==> src/hw/rtl/sttar_pkg.sv <==
// Shared types, constants and a helper function of the TCP/ARP responder.
`default_nettype none
package sttar_pkg;

    localparam int unsigned MAX_FRAME_BYTES = 2048;
    localparam int unsigned QUEUE_DEPTH     = 4;
    localparam int unsigned QUEUE_AW        = $clog2(QUEUE_DEPTH);

    localparam logic [11:0] ETH_HDR_BYTES   = 12'd14;
    localparam logic [11:0] MIN_TCP_FRAME   = 12'd54;
    localparam logic [15:0] IPV4_HDR_BYTES  = 16'd20;
    localparam logic [15:0] ETYPE_ARP       = 16'h0806;
    localparam logic [15:0] ETYPE_IPV4      = 16'h0800;
    localparam logic [15:0] ARP_REQUEST     = 16'd1;
    localparam logic [7:0]  PROTO_TCP       = 8'd6;
    localparam logic [31:0] ISN_START       = 32'd1000;
    localparam logic [7:0]  HTTP_BASE_LEN   = 8'd100;
    localparam logic [15:0] LISTEN_PORT_RST = 16'd80;
    localparam logic [15:0] WINDOW_RST      = 16'd65535;

    localparam logic [7:0]  FL_FIN = 8'h01;
    localparam logic [7:0]  FL_SYN = 8'h02;
    localparam logic [7:0]  FL_PSH = 8'h08;
    localparam logic [7:0]  FL_ACK = 8'h10;

    typedef enum logic [0:0] {
        CFG_LISTEN_PORT  = 1'b0,
        CFG_REPLY_WINDOW = 1'b1
    } sttar_cfg_idx_t;

    typedef enum logic [1:0] {
        KIND_ARP    = 2'd0,
        KIND_SYNACK = 2'd1,
        KIND_HTTP   = 2'd2,
        KIND_FINACK = 2'd3
    } sttar_kind_t;

    typedef struct packed {
        logic [31:0] peer_addr;
        logic [7:0]  peer_flags;
        logic [31:0] peer_ack;
        logic [31:0] peer_seq;
        logic [15:0] target_port;
        logic [15:0] peer_port;
        logic [3:0]  tcp_header_words;
        logic [15:0] ip_length;
        logic [7:0]  ip_protocol;
        logic [15:0] arp_opcode;
        logic [15:0] ethertype;
        logic [11:0] frame_len;
    } sttar_hdr_t;

    typedef struct packed {
        sttar_kind_t kind0;
        sttar_kind_t kind1;
        logic        two;
        logic [31:0] isn;
        logic [31:0] peer_seq;
        logic [31:0] peer_ack;
        logic [15:0] from_port;
        logic [15:0] to_port;
        logic [15:0] plen;
        logic [7:0]  reply_len;
    } sttar_entry_t;

    function automatic logic [1:0] octet_digits(input logic [7:0] v);
        logic [1:0] d;
        if (v >= 8'd100) begin
            d = 2'd3;
        end else if (v >= 8'd10) begin
            d = 2'd2;
        end else begin
            d = 2'd1;
        end
        return d;
    endfunction

endpackage
`default_nettype wire

==> src/hw/rtl/stateless_tcp_arp_responder.sv <==
// A frame header is written into the queue, then loaded from its head into the output register.
// Throughput: one header per cycle is accepted while the queue has room; the back part sends
// one reply per cycle unless m_tready stalls it; a two-reply frame is popped with its second.
// Reset (synchronous, active low) empties the queue and output register, sets the listened
// port to 80, the window to 65535 and the initial sequence counter to 1000.
`default_nettype none
module stateless_tcp_arp_responder
    import sttar_pkg::*;
(
    input  wire logic         aclk,
    input  wire logic         aresetn,
    input  wire logic         cfg_we,
    input  wire logic [0:0]   cfg_addr,
    input  wire logic [15:0]  cfg_wdata,
    input  wire logic         s_tvalid,
    output logic              s_tready,
    // frame length, ethertype, ARP opcode, IP protocol, IP length, TCP header words,
    // peer port, target port, peer sequence, peer acknowledgment, peer flags, peer address
    input  wire logic [207:0] s_tdata,
    output logic              m_tvalid,
    input  wire logic         m_tready,
    // reply flags, reply sequence, reply acknowledgment, reply source port,
    // reply destination port, reply window, reply length
    output logic [127:0]      m_tdata,
    // reply_kind
    output logic [1:0]        m_tuser,
    output logic              m_tlast
);

    logic [15:0]  listen_port_reg;
    logic [15:0]  listen_port_next;
    logic [15:0]  reply_window_reg;
    logic [15:0]  reply_window_next;
    sttar_hdr_t   hdr;
    sttar_entry_t wr_entry;
    sttar_entry_t head;
    logic         push;
    logic         pop;
    logic         q_empty;
    logic         q_full;

    assign hdr = sttar_hdr_t'(s_tdata);

    always_comb begin
        listen_port_next  = listen_port_reg;
        reply_window_next = reply_window_reg;
        if (cfg_we) begin
            case (sttar_cfg_idx_t'(cfg_addr))
                CFG_LISTEN_PORT:  listen_port_next  = cfg_wdata;
                CFG_REPLY_WINDOW: reply_window_next = cfg_wdata;
                default: begin
                    listen_port_next = listen_port_reg;
                end
            endcase
        end
    end

    always_ff @(posedge aclk) begin
        if (!aresetn) begin
            listen_port_reg  <= LISTEN_PORT_RST;
            reply_window_reg <= WINDOW_RST;
        end else begin
            listen_port_reg  <= listen_port_next;
            reply_window_reg <= reply_window_next;
        end
    end

    sttar_front u_front (
        .aclk        (aclk),
        .aresetn     (aresetn),
        .in_valid    (s_tvalid),
        .hdr         (hdr),
        .listen_port (listen_port_reg),
        .queue_full  (q_full),
        .in_ready    (s_tready),
        .push        (push),
        .entry       (wr_entry)
    );

    sttar_queue u_queue (
        .aclk     (aclk),
        .aresetn  (aresetn),
        .push     (push),
        .wr_entry (wr_entry),
        .pop      (pop),
        .rd_entry (head),
        .empty    (q_empty),
        .full     (q_full)
    );

    sttar_back u_back (
        .aclk         (aclk),
        .aresetn      (aresetn),
        .head         (head),
        .queue_empty  (q_empty),
        .reply_window (reply_window_reg),
        .pop          (pop),
        .m_tvalid     (m_tvalid),
        .m_tready     (m_tready),
        .m_tdata      (m_tdata),
        .m_tuser      (m_tuser),
        .m_tlast      (m_tlast)
    );

endmodule
`default_nettype wire

==> src/hw/rtl/sttar_front.sv <==
// Front part: accepts headers, classifies them and assigns sequence numbers.
`default_nettype none
module sttar_front
    import sttar_pkg::*;
(
    input  wire logic         aclk,
    input  wire logic         aresetn,
    input  wire logic         in_valid,
    input  wire sttar_hdr_t   hdr,
    input  wire logic [15:0]  listen_port,
    input  wire logic         queue_full,
    output logic              in_ready,
    output logic              push,
    output sttar_entry_t      entry
);

    logic [31:0] isn_reg;
    logic [31:0] isn_next;
    logic        accept;
    logic        bad_len;
    logic        arp_req;
    logic        tcp_ok;
    logic        syn;
    logic        fin;
    logic        http;
    logic        keep;
    logic [15:0] hdr_bytes;
    logic [15:0] plen;
    logic [3:0]  digit_sum;

    assign in_ready = !queue_full;
    assign accept   = in_valid && in_ready;

    always_comb begin
        bad_len   = (hdr.frame_len < ETH_HDR_BYTES) ||
                    (32'(hdr.frame_len) > MAX_FRAME_BYTES);
        arp_req   = (hdr.ethertype == ETYPE_ARP) && (hdr.arp_opcode == ARP_REQUEST);
        tcp_ok    = (hdr.ethertype == ETYPE_IPV4) && (hdr.frame_len >= MIN_TCP_FRAME) &&
                    (hdr.ip_protocol == PROTO_TCP) && (hdr.target_port == listen_port);
        hdr_bytes = IPV4_HDR_BYTES + {10'd0, hdr.tcp_header_words, 2'b00};
        plen      = hdr.ip_length - hdr_bytes;
        syn       = (hdr.peer_flags & FL_SYN) != 8'd0;
        fin       = ((hdr.peer_flags & FL_FIN) != 8'd0) && !syn;
        http      = plen != 16'd0;
        keep      = !bad_len && (arp_req || (tcp_ok && (syn || http || fin)));
        digit_sum = {2'b00, octet_digits(hdr.peer_addr[31:24])} +
                    {2'b00, octet_digits(hdr.peer_addr[23:16])} +
                    {2'b00, octet_digits(hdr.peer_addr[15:8])} +
                    {2'b00, octet_digits(hdr.peer_addr[7:0])};

        entry.kind0     = arp_req ? KIND_ARP : (syn ? KIND_SYNACK : (http ? KIND_HTTP : KIND_FINACK));
        entry.kind1     = syn ? KIND_HTTP : KIND_FINACK;
        entry.two       = !arp_req && http && (syn || fin);
        entry.isn       = isn_reg;
        entry.peer_seq  = hdr.peer_seq;
        entry.peer_ack  = hdr.peer_ack;
        entry.from_port = hdr.target_port;
        entry.to_port   = hdr.peer_port;
        entry.plen      = plen;
        entry.reply_len = HTTP_BASE_LEN + {4'd0, digit_sum};

        push     = accept && keep;
        isn_next = (push && !arp_req && syn) ? isn_reg + 32'd1 : isn_reg;
    end

    always_ff @(posedge aclk) begin
        if (!aresetn) begin
            isn_reg <= ISN_START;
        end else begin
            isn_reg <= isn_next;
        end
    end

endmodule
`default_nettype wire

==> src/hw/rtl/sttar_queue.sv <==
// Short queue of classified frames between the front and back parts.
`default_nettype none
module sttar_queue
    import sttar_pkg::*;
(
    input  wire logic         aclk,
    input  wire logic         aresetn,
    input  wire logic         push,
    input  wire sttar_entry_t wr_entry,
    input  wire logic         pop,
    output sttar_entry_t      rd_entry,
    output logic              empty,
    output logic              full
);

    sttar_entry_t        mem [QUEUE_DEPTH];
    logic [QUEUE_AW-1:0] wr_ptr_reg;
    logic [QUEUE_AW-1:0] wr_ptr_next;
    logic [QUEUE_AW-1:0] rd_ptr_reg;
    logic [QUEUE_AW-1:0] rd_ptr_next;
    logic [QUEUE_AW:0]   count_reg;
    logic [QUEUE_AW:0]   count_next;
    logic                do_push;
    logic                do_pop;

    assign empty    = count_reg == '0;
    assign full     = count_reg == (QUEUE_AW+1)'(QUEUE_DEPTH);
    assign rd_entry = mem[rd_ptr_reg];

    always_comb begin
        do_push     = push && !full;
        do_pop      = pop && !empty;
        wr_ptr_next = do_push ? QUEUE_AW'(wr_ptr_reg + 1'b1) : wr_ptr_reg;
        rd_ptr_next = do_pop ? QUEUE_AW'(rd_ptr_reg + 1'b1) : rd_ptr_reg;
        count_next  = count_reg;
        if (do_push && !do_pop) begin
            count_next = count_reg + 1'b1;
        end else if (do_pop && !do_push) begin
            count_next = count_reg - 1'b1;
        end
    end

    always_ff @(posedge aclk) begin
        if (do_push) begin
            mem[wr_ptr_reg] <= wr_entry;
        end
    end

    always_ff @(posedge aclk) begin
        if (!aresetn) begin
            wr_ptr_reg <= '0;
            rd_ptr_reg <= '0;
            count_reg  <= '0;
        end else begin
            wr_ptr_reg <= wr_ptr_next;
            rd_ptr_reg <= rd_ptr_next;
            count_reg  <= count_next;
        end
    end

endmodule
`default_nettype wire

==> src/hw/rtl/sttar_back.sv <==
// Back part: expands each queued frame into its replies and holds the output register.
`default_nettype none
module sttar_back
    import sttar_pkg::*;
(
    input  wire logic          aclk,
    input  wire logic          aresetn,
    input  wire sttar_entry_t  head,
    input  wire logic          queue_empty,
    input  wire logic [15:0]   reply_window,
    output logic               pop,
    output logic               m_tvalid,
    input  wire logic          m_tready,
    output logic [127:0]       m_tdata,
    output logic [1:0]         m_tuser,
    output logic               m_tlast
);

    logic        valid_reg;
    logic        valid_next;
    logic        step_reg;
    logic        step_next;
    logic [7:0]  flags_reg;
    logic [7:0]  flags_next;
    logic [31:0] seq_reg;
    logic [31:0] seq_next;
    logic [31:0] ack_reg;
    logic [31:0] ack_next;
    logic [15:0] sport_reg;
    logic [15:0] sport_next;
    logic [15:0] dport_reg;
    logic [15:0] dport_next;
    logic [15:0] win_reg;
    logic [15:0] win_next;
    logic [7:0]  plen_reg;
    logic [7:0]  plen_next;
    logic [1:0]  kind_reg;
    logic [1:0]  kind_next;
    logic        last_reg;
    logic        last_next;
    sttar_kind_t kind;
    logic        last;
    logic        load;
    logic [31:0] addend;

    always_comb begin
        kind       = step_reg ? head.kind1 : head.kind0;
        last       = !head.two || step_reg;
        load       = !queue_empty && (!valid_reg || m_tready);
        pop        = load && last;
        step_next  = load ? !last : step_reg;
        valid_next = load || (valid_reg && !m_tready);
        addend     = (kind == KIND_HTTP) ? {16'd0, head.plen} : 32'd1;

        flags_next = flags_reg;
        seq_next   = seq_reg;
        ack_next   = ack_reg;
        sport_next = sport_reg;
        dport_next = dport_reg;
        win_next   = win_reg;
        plen_next  = plen_reg;
        kind_next  = kind_reg;
        last_next  = last_reg;
        if (load) begin
            kind_next  = kind;
            last_next  = last;
            ack_next   = head.peer_seq + addend;
            sport_next = head.from_port;
            dport_next = head.to_port;
            win_next   = reply_window;
            plen_next  = 8'd0;
            seq_next   = head.peer_ack;
            case (kind)
                KIND_ARP: begin
                    flags_next = 8'd0;
                    seq_next   = 32'd0;
                    ack_next   = 32'd0;
                    sport_next = 16'd0;
                    dport_next = 16'd0;
                    win_next   = 16'd0;
                end
                KIND_SYNACK: begin
                    flags_next = FL_SYN | FL_ACK;
                    seq_next   = head.isn;
                end
                KIND_HTTP: begin
                    flags_next = FL_PSH | FL_ACK;
                    plen_next  = head.reply_len;
                end
                KIND_FINACK: begin
                    flags_next = FL_ACK;
                end
                default: begin
                    flags_next = 8'd0;
                end
            endcase
        end
    end

    always_ff @(posedge aclk) begin
        if (!aresetn) begin
            valid_reg <= 1'b0;
            step_reg  <= 1'b0;
        end else begin
            valid_reg <= valid_next;
            step_reg  <= step_next;
        end
    end

    always_ff @(posedge aclk) begin
        flags_reg <= flags_next;
        seq_reg   <= seq_next;
        ack_reg   <= ack_next;
        sport_reg <= sport_next;
        dport_reg <= dport_next;
        win_reg   <= win_next;
        plen_reg  <= plen_next;
        kind_reg  <= kind_next;
        last_reg  <= last_next;
    end

    assign m_tvalid = valid_reg;
    assign m_tuser  = kind_reg;
    assign m_tlast  = last_reg;
    assign m_tdata  = {plen_reg, win_reg, dport_reg, sport_reg, ack_reg, seq_reg, flags_reg};

endmodule
`default_nettype wire
==> config.mk <==
export PLATFORM = sky130hd
export DESIGN_NAME = stateless_tcp_arp_responder
export DESIGN_NICKNAME = d
export VERILOG_FILES = /design/src/hw/rtl/sttar_pkg.sv /design/src/hw/rtl/stateless_tcp_arp_responder.sv /design/src/hw/rtl/sttar_front.sv /design/src/hw/rtl/sttar_queue.sv /design/src/hw/rtl/sttar_back.sv
export SDC_FILE = /design/constraint.sdc
export NUM_CORES = 1
export LEC_CHECK = 0
export ABC_AREA = 1
export BUFFER_PORTS_ARGS = -buffer_cell sky130_fd_sc_hd__buf_2
export CORE_MARGIN = 4
export CORE_UTILIZATION = 30
export CTS_CLUSTER_DIAMETER = 120
export DETAILED_ROUTE_END_ITERATION = 6
export HOLD_SLACK_MARGIN = 0.02
export PLACE_DENSITY = 0.45
export SYNTH_ARGS = -nofsm -noshare
export SYNTH_HDL_FRONTEND = slang
export SYNTH_SLANG_ARGS = --single-unit
export TNS_END_PERCENT = 10
==> constraint.sdc <==
create_clock -name aclk -period 10.9 [get_ports aclk]
set_clock_uncertainty 0.05 [all_clocks]
set_input_delay 2.18 -clock aclk [delete_from_list [all_inputs] [get_ports aclk]]
set_output_delay 2.18 -clock aclk [all_outputs]
set_load 0.005 [all_outputs]
After elaboration in Yosys (flattened, before gate mapping) --
Memories as Yosys holds them, arrays and structs flattened. A register that Yosys moved wholly into a read port is not among the register bits. Cells that the tools add are included. W data, S select, Z words.
Cells by class: equal/unequal tests 9, muxes and demuxes 22, $lt $le $gt $ge 11, bitwise gates (word level) 1, reduce and logical (&&, ||, !) cells 45, $add $sub $neg 12
Operators by type and width (count):
- $pmux W32 S2 | 1
- $add A32 B1 Y32 const B | 1
- $add A32 B32 Y32 | 1
- $eq A16 B12 Y1 const B | 2
- $ge A8 B4 Y1 const B | 4
- $ge A8 B7 Y1 const B | 4
- $pmux W8 S4 | 1
- $mux W2 | 13
- $logic_and A1 B1 Y1 | 20
- $eq A16 B1 Y1 const B | 1
- $eq A16 B16 Y1 | 1
- $mux W16 | 1
- $reduce_bool A16 Y1 | 1
- $sub A16 B16 Y16 | 1
- $ge A12 B6 Y1 const B | 1
- $gt A12 B12 Y1 const B | 1
- $lt A12 B4 Y1 const B | 1
- $logic_not A1 Y1 | 11
- $add A4 B2 Y4 | 2
- $add A7 B4 Y8 const A | 1
- $eq A8 B3 Y1 const B | 1
- $logic_or A1 B1 Y1 | 8
- $add A5 B6 Y7 const A | 1
- $mux W3 | 2
- other kinds (13) | 19
Word-level totals: logic and storage cells 118, memory bits (writable) 624, bits of input ports 230, memories 1, bits in registers 204, output and inout bits 133
Memory list:
- u_queue.mem | depth 4, width 156, read ports 1, clocked after Yosys merged registers in 1, wr ports 1, line sttar_queue.sv:16 | sttar_entry_t mem [QUEUE_DEPTH];

Logic depth before layout (Yosys ltp) --
depth in word-level cells 14, gate-level depth with buffers 27, depth with buffers taken out 25

By module --
A second synthesis with hierarchy kept.
Unflattened totals: cells, all modules 3233, area, all modules 36227.2 um2
By module, submodules not included:
- sttar_queue | area an instance 23765.3 um2, cells each 1588, instances 1, seq. area each 19038.3 um2
- sttar_back | area an instance 6682.7 um2, cells each 740, instances 1, seq. area each 3823.7 um2
- sttar_front | area an instance 4386.7 um2, cells each 734, instances 1, seq. area each 640.6 um2
- stateless_tcp_arp_responder | area an instance 1392.6 um2, cells each 171, instances 1, seq. area each 640.6 um2

Least setup slack after synthesis --
OpenSTA, ideal clock, no wires.
path type input to register, start point input s_tdata[68], end point memory u_queue.mem[0][0] in the netlist's numbering, enable pin, path buffers 1, required time 10182 ps, library setup time 668 ps, arrival time 10181 ps, stages 15, setup slack 1 ps, path through ha_1 -> xor2_1 -> ha_1 -> buf_4 -> a21oi_2 -> nand2_1 -> nand2_2 -> nand4_1 -> nand2_2 -> inv_2 -> nand2_2 -> nor2_2 -> nand4_4 -> nand2_8 -> nor2_1
RTL lines:
- from (decl) | line stateless_tcp_arp_responder.sv:19 | input wire logic [207:0] s_tdata,
- to (decl) | line sttar_queue.sv:16

==> metrics.md <==
| Metric | Value |
|---|---|
| P_leak | 14.5 nW |
| Avg Inst Size Synth | 11.8 um2 |
| Die span in y | 342 um |
| Cts bufs inserted | 92 |
| Starting DRT DRC Count | 1544 |
| Warnings, synthesis | 0 |
| First-pass GRT wire length | 136 mm |
| Post-layout min period | between 6 and 7 ns |
| Synth unique cells | 53 |
| Hold WC Path Type | reg -> reg |
| Vias/cell | 4.66 |
| Row count | 122 |
| # Max-Cap Violations | 0 |
| Antenna violations before repair | 19 |
| Core footprint | 0.111 mm2 |
| Slowest CP cell | dfxtp_4 |
| Largest net degree at the start of global routing | 151 |
| Share of cells above drive strength 1 | 16.8% |
| Worst vdd rail ir drop | approximately 0.13 mV |
| Number of synthesized flops with an enable pin | 736 |
| Post-Route WL | 92.0 mm |
| Final hold violation count | 0 |
| H-tree Lvls | 3 |
| Max FFs per register | 612 |
| Max transition margin | 32.8% |
| GP Congestion | 0.797 |
| DR pass1 iterations | 6 |
| WL/cell | about 19 um |
| Worst-Margin Slew | 1.01 ns |
| Top sig layer | met5 |
| Nets | about 3400 |
| Clk Latency, worst-skew pair | ~0.66 ns |
| CTS resizes | 0 |
| DRT met1 WL | ~40 mm |
| Met2 WL | between 40 and 50 mm |
| Setup WS pre-CTS | ~4.4 ns |
| Post-route cell area | 0.0396 mm2 |
| Longest Clk Path Bufs | 3 |
| Finished Core Util | about 36% |
| PortBufs | between 300 and 400 |
| Worst setup path endpoint | u_back.ack_reg[29] |
| CP Data Arrival Time | 6.47 ns |
| Setup bufs post-CTS | 0 |
| Fmax | 163 MHz |
| Final worst slack | 4.78 ns |
| Largest register by flop count | u_queue.mem |
| DRT antenna net count | 0 |
| Total Die Area | 0.117 mm2 |
| Ys async rst share | 0% |
| GRT Total Usage | 15.4% |
| Drt drc | 0 |
| Power Density | about 220 mW/mm2 |
| CTS root buf | clkbuf_16 |
| Crit Path Class | reg -> reg |
| CTS clk-pin slew, worst paths | 0.06 ns |
| Status | finished, final reports clean |
| Flops & latches, synth | 811 |
| Nature of the critical path endpoint | register |
| Unrepaired setup endpoints after global routing | false |
| R2R depth | 19 |
| # IOs | 363 |
| Total grt overflow | 0 |
| Startpoint type of the worst setup path | register |
| Starting density of the core | 30.2% |
| Die span in x | 342 um |
| Setup TNS | 0 ns |
| Post-Syn Instances | around 2800 |
| Tcrit/Tclk final | 56.1% |
| Top FF cell, synth | edfxtp_1 |
| Worst path cell trace | buf_4 -> buf_12 -> o21ai_0 -> o22ai_1 -> nand2_1 -> o21ai_1 -> nor2_1 -> inv_2 -> a21oi_1 -> ha_1 -> nand2_1 -> nor2_1 -> nand4_1 -> o21ai_0 -> a21oi_1 -> nor2_1 -> nand2_1 -> o21ai_0 -> a21oi_1 |
| Seq/Total Area, Yosys | a little over two thirds |
| CTS Hold Bufs | 0 |
| Slew Viols, Final | 0 |
| Hold_ws | 0.405 ns |
| WL met3 | around 4.5 mm |
| Dpl cell area | 0.0367 mm2 |
| Critical path's largest stage delay | between 0.7 and 0.8 ns |
| Critical path data required time | 11.25 ns |
| DP Wirelength | around 55 mm |
| CTS tree | yes |
| Syn Std Cell Area | 0.0334 mm2 |
| Layout Area Growth over Synthesis | 18.7% |
| CP Max Fanout | 150 |
| Reg-to-reg endpoint | u_back.ack_reg[29] |
| Vias in the first global route | 21800 |
| Setup Viol. Count Final | 0 |
| Clk sinks | approximately 800 |
| R2R setup slack | 4.78 ns |
| Total number of vias | ~22000 |
## where the power goes
part	switching, mW	internal, mW	total, mW
logic	1.27	0.598	1.87
clock network	1.24	1.75	2.99
registers	0.140	3.80	3.94
total	2.65	6.15	8.80
## area by class of cell
| type | instances | area, um2 |
|---|---|---|
| Clock buffer | 128 | 2550 |
| Tap cell | 1488 | 1860 |
| Timing Repair Buffer | 373 | 1970 |
| Clock inverter | 42 | 369 |
| Multi-Input combinational cell | 1705 | 8530 |
| Fill cell | 11000 | 71000 |
| Antenna cell | 7 | 17.5 |
| Inverter | 189 | 722 |
| Sequential cell | 811 | 23600 |
## cells by family (layout without fill, tap and decap cells)
kind of cell               Yosys count  after routing  synth area share [%]
DFF                                811            811                  70.7
xor gates and xnor gates            15             15                 0.393
adders and majority gates           38             38                  1.58
buffers and inverters              327            732                  4.01
other                                1             13                0.0112
AOI/OAI and AO/OA                  665            665                  11.1
and+or+nand+nor                    981            981                  12.3
## worst max-delay path: cells and delay by family, from the launching register on
family,cells,cell delay (ns)
buf+inv,3,1.78
compound gates,8,1.73
simple gates,7,1.13
flops,1,0.71
fa+ha+maj,1,0.43
## synth_stat cells (8+ instances only)
library cell	instances	area share [%]
a21oi_1	128	1.9
a22o_1	32	0.84
a32oi_1	11	0.29
buf_1	10	0.11
buf_2	27	0.40
buf_4	12	0.27
clkbuf_1	85	0.96
dfxtp_1	75	4.5
edfxtp_1	736	66
ha_1	31	1.2
inv_1	178	2.0
inv_2	8	0.090
nand2_1	243	2.7
nand2_2	8	0.15
nand3_1	68	1.0
nand3b_1	10	0.22
nand4_1	23	0.43
nor2_1	569	6.4
nor3_1	27	0.40
nor4_1	11	0.21
o211ai_1	17	0.38
o21ai_0	366	5.5
o22ai_1	90	1.7
xor2_1	9	0.24
## worst min-delay path by stage
| stage | depth (start not counted) | to | slack (ns) | startpoint |
|---|---|---|---|---|
| 2_1_floorplan | 2 | register | 0.39 | u_queue.rd_ptr_reg[1] |
| 3_3_place_gp | 2 | register | 0.40 | u_queue.rd_ptr_reg[1] |
| 3_5_place_dp | 2 | register | 0.40 | u_queue.rd_ptr_reg[1] |
| 4_1_cts | 2 | register | 0.41 | u_queue.rd_ptr_reg[1] |
| 5_1_grt | 2 | register | 0.45 | u_queue.rd_ptr_reg[1] |
| 6_report | 2 | register | 0.40 | u_queue.rd_ptr_reg[1] |
## routing by layer
metal | up-vias | track usage, %
met3 | 137 | 2.64
met2 | 469 | 25.9
met1 | 10700 | 20.5
met5 | - | 0
li1 | 10800 | -
met4 | 2 | 4.43
## metrics by stage
step	total power, mW	instances
finish	8.80	4743
CTS	8.96	4736
floorplan	5.06	2843
detailed placement	5.92	4566
global placement	5.93	4566
global route	9.28	4738
## placed cells by master, fill, tap and decap left out, drive strengths merged, types with 9 or more instances in the layout
master / synthesis / final
edfxtp: 736 / 736
nor2: 578 / 578
o21ai: 373 / 373
buf: 53 / 373
nand2: 254 / 254
inv: 186 / 192
a21oi: 131 / 131
clkbuf: 85 / 128
o22ai: 90 / 90
dfxtp: 75 / 75
nand3: 72 / 72
a22o: 32 / 32
ha: 31 / 31
clkinv: 3 / 30
nor3: 27 / 27
nand4: 24 / 24
o211ai: 17 / 17
nor4: 11 / 11
a32oi: 11 / 11
nand3b: 10 / 10
xor2: 9 / 9
(Power assumes the default switching activity.)
